<file path="src/design/brc_pkg.sv">
// brc_pkg: widths, constants and shared types for the byte recurrence checksum
// no dependencies; used by the channel interfaces and every module of the block
`timescale 1ns / 1ps

package brc_pkg;

  // field widths
  localparam int BYTE_W = 8;
  localparam int SUM_W  = 16;
  localparam int POS_W  = 8;

  // recurrence constants
  localparam logic [BYTE_W-1:0] ALPHA_MUL    = 8'd17;
  localparam logic [BYTE_W-1:0] BETA_MUL     = 8'd31;
  localparam logic [SUM_W-1:0]  FIRST_OFFSET = 16'd7;
  localparam logic [SUM_W-1:0]  MODULUS      = 16'd65535;

  typedef logic [BYTE_W-1:0] byte_t;
  typedef logic [SUM_W-1:0]  sum_t;
  typedef logic [POS_W-1:0]  pos_t;

  // running state handed to the next-value unit
  typedef struct packed {
    sum_t prev;
    sum_t cur;
    pos_t pos;
  } brc_state_t;

endpackage

</file>
<file path="src/design/brc_if.sv">
// brc_in_if / brc_out_if: valid-ready channels for input bytes and checksums
// depends on brc_pkg for field types
`timescale 1ns / 1ps

interface brc_in_if;
  logic          valid;
  logic          ready;
  brc_pkg::byte_t data_byte;
  logic          last_byte;

  modport source (output valid, output data_byte, output last_byte, input ready);
  modport sink   (input valid, input data_byte, input last_byte, output ready);
endinterface

interface brc_out_if;
  logic         valid;
  logic         ready;
  brc_pkg::sum_t checksum;

  modport source (output valid, output checksum, input ready);
  modport sink   (input valid, input checksum, output ready);
endinterface

</file>
<file path="src/design/brc_next.sv">
// brc_next: one step of the recurrence, reduced modulo 65535 with end-around fold
// depends on brc_pkg
`timescale 1ns / 1ps

module brc_next (
  input  brc_pkg::byte_t     data_byte,
  input  brc_pkg::brc_state_t state,
  output brc_pkg::sum_t      next_value
);

  logic [7:0]  alpha;
  logic [7:0]  beta;
  logic [8:0]  coef;
  logic [24:0] prod_p;
  logic [24:0] prod_q;
  logic        neg;
  logic [24:0] mag;
  logic [16:0] fold;
  logic [15:0] rem;

  // position coefficients, both taken modulo 256
  assign alpha = 8'(state.pos * brc_pkg::ALPHA_MUL);
  assign beta  = 8'(state.pos * brc_pkg::BETA_MUL);
  assign coef  = {1'b0, data_byte} + {1'b0, alpha};

  // the two products
  assign prod_p = 25'(coef) * 25'(state.cur);
  assign prod_q = 25'(beta) * 25'(state.prev);

  // a negative difference wraps through 2^64, which is 1 modulo 65535
  assign neg = prod_p < prod_q;
  assign mag = neg ? (prod_q - prod_p - 25'd1) : (prod_p - prod_q);

  // end-around fold of the magnitude, then one corrective subtract
  assign fold = {1'b0, mag[15:0]} + 17'(mag[24:16]);
  assign rem  = (fold >= 17'(brc_pkg::MODULUS)) ? 16'(fold - 17'(brc_pkg::MODULUS))
                                                : fold[15:0];

  // negate modulo 65535 for the wrapped case
  assign next_value = (neg && (rem != 16'd0)) ? (brc_pkg::MODULUS - rem) : rem;

endmodule

</file>
<file path="src/design/byte_recurrence_checksum_top.sv">
// byte_recurrence_checksum_top: registered byte stage, recurrence state and result register
// depends on brc_pkg, brc_in_if, brc_out_if and brc_next
`timescale 1ns / 1ps

// Usage
//   in_chan  : one byte per word, last_byte marks the final byte of a record
//   out_chan : one checksum word per record, sent after its last byte
//   Each byte is first captured in an input register; the recurrence step then
//   runs from that register into the state registers and, on a last byte, into
//   the result register, which drives out_chan.valid.
//   Throughput is one byte per cycle unless a last byte waits on a full result
//   register; it rests on the loop through the two 9x16 / 8x16 products and the
//   modulo-65535 fold that feeds cur and prev back.
//   A stalled receiver holds the result; the input register keeps taking
//   bytes until a second last byte would need the result register, at which
//   point in_chan.ready drops until the waiting checksum is taken.
//   Reset (rst_n low, synchronous) empties both registers, sets prev and cur
//   to 1, clears the byte position and arms the block for a new record.
module byte_recurrence_checksum_top (
  input  logic             clk,
  input  logic             rst_n,
  brc_in_if.sink           in_chan,
  brc_out_if.source        out_chan
);

  // input register
  logic            s1_valid_r;
  brc_pkg::byte_t  s1_byte_r;
  logic            s1_last_r;

  // recurrence state
  brc_pkg::sum_t   prev_r;
  brc_pkg::sum_t   cur_r;
  brc_pkg::pos_t   pos_r;
  logic            at_first_r;

  // result register
  logic            out_valid_r;
  brc_pkg::sum_t   out_sum_r;

  logic               s1_adv;
  logic               in_take;
  brc_pkg::brc_state_t state;
  brc_pkg::sum_t      step_value;
  brc_pkg::sum_t      cur_nxt;

  // handshake control
  assign s1_adv  = s1_valid_r && (!s1_last_r || !out_valid_r || out_chan.ready);
  assign in_chan.ready = !s1_valid_r || s1_adv;
  assign in_take = in_chan.valid && in_chan.ready;

  assign out_chan.valid    = out_valid_r;
  assign out_chan.checksum = out_sum_r;

  // recurrence step
  assign state = '{prev: prev_r, cur: cur_r, pos: pos_r};

  brc_next u_next (
    .data_byte  (s1_byte_r),
    .state      (state),
    .next_value (step_value)
  );

  assign cur_nxt = at_first_r ? (brc_pkg::sum_t'(s1_byte_r) + brc_pkg::FIRST_OFFSET)
                              : step_value;

  // input register
  always_ff @(posedge clk) begin
    if (!rst_n) begin
      s1_valid_r <= 1'b0;
    end else if (in_take) begin
      s1_valid_r <= 1'b1;
    end else if (s1_adv) begin
      s1_valid_r <= 1'b0;
    end
  end

  always_ff @(posedge clk) begin
    if (in_take) begin
      s1_byte_r <= in_chan.data_byte;
      s1_last_r <= in_chan.last_byte;
    end
  end

  // state update
  always_ff @(posedge clk) begin
    if (!rst_n) begin
      prev_r     <= 16'd1;
      cur_r      <= 16'd1;
      pos_r      <= '0;
      at_first_r <= 1'b1;
    end else if (s1_adv) begin
      prev_r <= at_first_r ? 16'd1 : cur_r;
      cur_r  <= cur_nxt;
      if (s1_last_r) begin
        pos_r      <= '0;
        at_first_r <= 1'b1;
      end else begin
        pos_r      <= pos_r + 8'd1;
        at_first_r <= 1'b0;
      end
    end
  end

  // result register
  always_ff @(posedge clk) begin
    if (!rst_n) begin
      out_valid_r <= 1'b0;
    end else if (s1_adv && s1_last_r) begin
      out_valid_r <= 1'b1;
    end else if (out_chan.ready) begin
      out_valid_r <= 1'b0;
    end
  end

  always_ff @(posedge clk) begin
    if (s1_adv && s1_last_r) begin
      out_sum_r <= cur_nxt;
    end
  end

  // checks
  a_sum_range: assert property (@(posedge clk) disable iff (!rst_n)
    out_valid_r |-> (out_sum_r != brc_pkg::MODULUS))
    else $error("checksum word reached the modulus");

  a_last_emits: assert property (@(posedge clk) disable iff (!rst_n)
    (s1_adv && s1_last_r) |=> (out_valid_r && at_first_r && (pos_r == '0)))
    else $error("last byte did not produce a result and re-arm");

  a_no_stall_free: assert property (@(posedge clk) disable iff (!rst_n)
    !out_valid_r |-> in_chan.ready)
    else $error("input stalled with an empty result register");

  a_state_hold: assert property (@(posedge clk) disable iff (!rst_n)
    !s1_adv |=> ($stable(cur_r) && $stable(prev_r) && $stable(pos_r)))
    else $error("recurrence state moved without a byte");

endmodule

</file>
<file path="src/flat_wrapper.sv">
// flat-port wrapper written by rule: the top's interface ports become plain ports
module byte_recurrence_checksum_top_flat 
  (clk, rst_n, in_chan_valid, in_chan_data_byte, in_chan_last_byte, in_chan_ready, out_chan_valid, out_chan_checksum, out_chan_ready);
  brc_in_if in_chan_i ();
  brc_out_if out_chan_i ();
  input  logic clk;
  input  logic rst_n;
  input wire logic [$bits(in_chan_i.valid)-1:0] in_chan_valid;
  input wire logic [$bits(in_chan_i.data_byte)-1:0] in_chan_data_byte;
  input wire logic [$bits(in_chan_i.last_byte)-1:0] in_chan_last_byte;
  output wire logic [$bits(in_chan_i.ready)-1:0] in_chan_ready;
  output wire logic [$bits(out_chan_i.valid)-1:0] out_chan_valid;
  output wire logic [$bits(out_chan_i.checksum)-1:0] out_chan_checksum;
  input wire logic [$bits(out_chan_i.ready)-1:0] out_chan_ready;
  assign in_chan_i.valid = in_chan_valid;
  assign in_chan_i.data_byte = in_chan_data_byte;
  assign in_chan_i.last_byte = in_chan_last_byte;
  assign in_chan_ready = in_chan_i.ready;
  assign out_chan_valid = out_chan_i.valid;
  assign out_chan_checksum = out_chan_i.checksum;
  assign out_chan_i.ready = out_chan_ready;
  byte_recurrence_checksum_top u_core (.clk(clk), .rst_n(rst_n), .in_chan(in_chan_i), .out_chan(out_chan_i));
endmodule
</file>
<file path="config.mk">
export PLATFORM = sky130hd
export DESIGN_NAME = byte_recurrence_checksum_top_flat
export DESIGN_NICKNAME = d
export VERILOG_FILES = /design/src/design/brc_pkg.sv /design/src/design/brc_if.sv /design/src/design/brc_next.sv /design/src/design/byte_recurrence_checksum_top.sv /design/src/flat_wrapper.sv
export SDC_FILE = /design/constraint.sdc
export NUM_CORES = 1
export LEC_CHECK = 0
export ABC_AREA = 0
export BUFFER_PORTS_ARGS = -buffer_cell sky130_fd_sc_hd__buf_2
export CORE_UTILIZATION = 48
export CTS_CLUSTER_DIAMETER = 150
export CTS_CLUSTER_SIZE = 12
export DETAILED_ROUTE_END_ITERATION = 6
export PLACE_DENSITY = 0.71
export SLEW_MARGIN = 20
export SYNTH_ARGS = -nofsm -noshare
export SYNTH_HDL_FRONTEND = slang
export SYNTH_HIERARCHICAL = 1
export SYNTH_SLANG_ARGS = --single-unit
export TNS_END_PERCENT = 20
</file>
<file path="constraint.sdc">
create_clock -name clk -period 30.2 [get_ports clk]
set_clock_uncertainty 0.2 [all_clocks]
set_input_delay 3.02 -clock clk [delete_from_list [all_inputs] [get_ports clk]]
set_output_delay 3.02 -clock clk [all_outputs]
set_load 0.01 [all_outputs]
</file>
==> impl_metrics.ini <==
[status]
outcome = finished clean

[clock_tree]
cts_max_path_buffers = 2
clock-root-buffer = clkbuf_16
cts_tree = done
cts_buffers = 9
clk_pin_slew_ns = 0.06
cts_resized = 0
cts.sinks = 68
cts_hold_buf = 0
post_cts_buffers = 0
cts_max_level = 3
clk-insertion-delay-late_ns = 0.33

[synth]
yosys.area_share.simple_pct = 19.9
ys_seq_area_share_pct = 10.2
synthMuxAreaShare_pct = 1.25
syn_inst = 1897
yosysWarnings = 6
synth_nets = 2276
ys_types = 86
syn_avg_cell_area_um2 = 8.37
synthAdderAreaFrac_pct = 38.2
syn_area_mm2 = 0.0159
ys.flop_type = dfxtp_1
synth_xor_area_share_pct = 7.34
synth_top_family_by_area = adder cells
async_flop_share_pct = 0
synth_edf_count = 25
synth_compound_area_share_pct = 13.9
ys_seq_elements = 68

[timing]
min_period_over_period_pct = 54.2
tns_ns = 0
period_minus_slack_ns = 16.36
rsz0062_at_grt = no
max_freq_mhz = 61.1
finalHoldViolCount = 0
setup_violations = 0
worstMarginPinSlew_ns = 1.02
drv_slew = 0
max_slew_margin_pct = 31.5

[detailed_routing]
top_layer = met4
firstDrtPassIters = 5
wl_met2_um = 19700
wl_met1_um = 18600
route.detailed.drc = 0
routedWlPerCell_um = 17.8
via_count = 13000
drtAntennaViolNets = 0
wl_um = 41500
viasPerCell = 5.58
wl_met3_um = 2060
drtIter0Drc = 983

[hold_path]
min_path_cells = 2
hp-start = u_core/pos_r[7]
hold_path.class = register to register
worstHoldEndpoint = u_core/pos_r[7]

[setup_path]
slowest_stage = o211a_2
crit-reg2reg-launch = u_core/pos_r[2]
r2r_end = u_core/cur_r[1]
cp_common_cell = inv_1
max_stage_delay_ns = 0.71
cp-start-kind = register
timing_worst_setup_path_type = register to register
crit_arrival_ns = 16.41
reg2reg_setup_slack_ns = 13.84
cp.required_ns = 30.25
worst-r2r-cell-count = 63
critPathCaptureType = register
worstPathMaxFanout = 27

[finish]
final_common_cell = inv_1
finalNetCount = 2260
syn_to_final_growth_pct = 4.90
drive_gt1_share_pct = 5.62
num_antenna_cells = 0
layout_common_cells = inv_1 (305), nand2_1 (220), fa_1 (197), ha_1 (169), and2_1 (154)

[run]
max_cap_viol_count = 0

[floorplanning]
core_area_mm2 = 0.0325
dieArea_mm2 = 0.0338
die_width_um = 184
initial_core_util_pct = 48.8
rows = 66
die_y_um = 184
io-pin-count = 31

[placement]
place_hpwl_um = 33200
gp_congestion = 0.963
port_buffers = 30

[grt]
grt_max_degree = 42
gr-usage-all-layers_pct = 25.1
grt_pass1_wl_um = 67200
grt_overflow = 0
grt_pass1_vias = 13000
antenna_found_initial = 0
[worst max-delay path by stage]
stage | startpoint | to | slack, ns
floorplan | u_core/pos_r[1] | u_core/cur_r[8] | 15.49
global placement | u_core/pos_r[1] | u_core/cur_r[0] | 14.23
detailed placement | u_core/pos_r[1] | u_core/cur_r[1] | 13.78
CTS | u_core/pos_r[1] | u_core/cur_r[0] | 13.69
global route | u_core/pos_r[1] | u_core/cur_r[0] | 12.77
finish | u_core/pos_r[2] | u_core/cur_r[1] | 13.84
[synthesized netlist by cell type (all sizes together) (7+ instances only)]
cell type | count | area share, %
nand2 | 221 | 5.2
buf | 28 | 1.1
a21boi | 28 | 1.3
nand4 | 10 | 0.39
ha | 169 | 13
o21ai | 53 | 1.7
or3 | 9 | 0.35
o31ai | 7 | 0.33
nor2 | 78 | 1.9
nor2b | 22 | 0.87
nor3 | 26 | 0.85
and3 | 16 | 0.63
dfxtp | 43 | 5.4
xor2 | 41 | 2.3
o21bai | 29 | 1.4
nand3 | 22 | 0.73
edfxtp | 25 | 4.7
xnor2 | 86 | 5.1
a211oi | 15 | 0.80
a31o | 8 | 0.44
a21o | 36 | 1.7
a21oi | 100 | 3.2
clkbuf | 42 | 0.99
nand3b | 20 | 1.0
nand2b | 15 | 0.59
fa | 197 | 25
a31oi | 11 | 0.47
inv | 305 | 7.2
and2 | 154 | 6.1
mux2i | 11 | 1.0
[through the flow]
step | worst slack [ns] | utilization (%) | instance area [um^2] | hold slack (ns) | instances
after floorplan | 15.49 | - | 15900 | 0.230 | 1897
after detailed placement | 13.78 | 50.2 | 16300 | 0.336 | 2312
after global placement | 14.23 | 50.2 | 16300 | 0.319 | 2312
after global routing | 12.77 | 51.2 | 16600 | 0.395 | 2328
final | 13.84 | 51.2 | 16600 | 0.344 | 2328
after CTS | 13.69 | 51.2 | 16600 | 0.348 | 2328
[sequential cells by signal (all words and copies together) (netlist names)]
register / flops
u_core/at_first_r: 1
u_core/cur_r: 16
u_core/out_chan.checksum: 16
u_core/pos_r: 8
u_core/s1_valid_r: 1
u_core/prev_r: 16
u_core/s1_byte_r: 8
u_core/s1_last_r: 1
u_core/out_chan.valid: 1
[cell families after synthesis]
kind of cell / after synthesis
compound gates: 330
buf+inv: 375
flops: 68
mux: 14
simple gates: 617
fa+ha+maj: 366
xor+xnor: 127
[critical path, delay by kind of cell (launching register included)]
family	cells	cell delay [ns]
compound gates	22	5.30
xor+xnor	5	1.05
fa+ha+maj	11	4.93
buf+inv	11	0.98
flops	1	0.52
mux	2	0.54
simple gates	12	2.74
[per-layer routing]
| metal | vias up | track usage [%] |
|---|---|---|
| met5 | - | 0 |
| met4 | 0 | 7.67 |
| met3 | 56 | 2.34 |
| met2 | 379 | 42.2 |
| met1 | 6452 | 34.1 |
| li1 | 6096 | - |
[cell type report]
| class | count | area, um^2 |
|---|---|---|
| fill | 3097 | 15900 |
| multi-input combinational | 1454 | 12800 |
| sequential | 68 | 1610 |
| inverter | 305 | 1140 |
| tap | 442 | 553 |
| clock buffer | 11 | 264 |
| timing repair buffer | 43 | 248 |
| clock inverter | 5 | 33.8 |
Power is not shown: default switching activity piles up to over one toggle a cycle in this logic, so the estimate is an artifact.
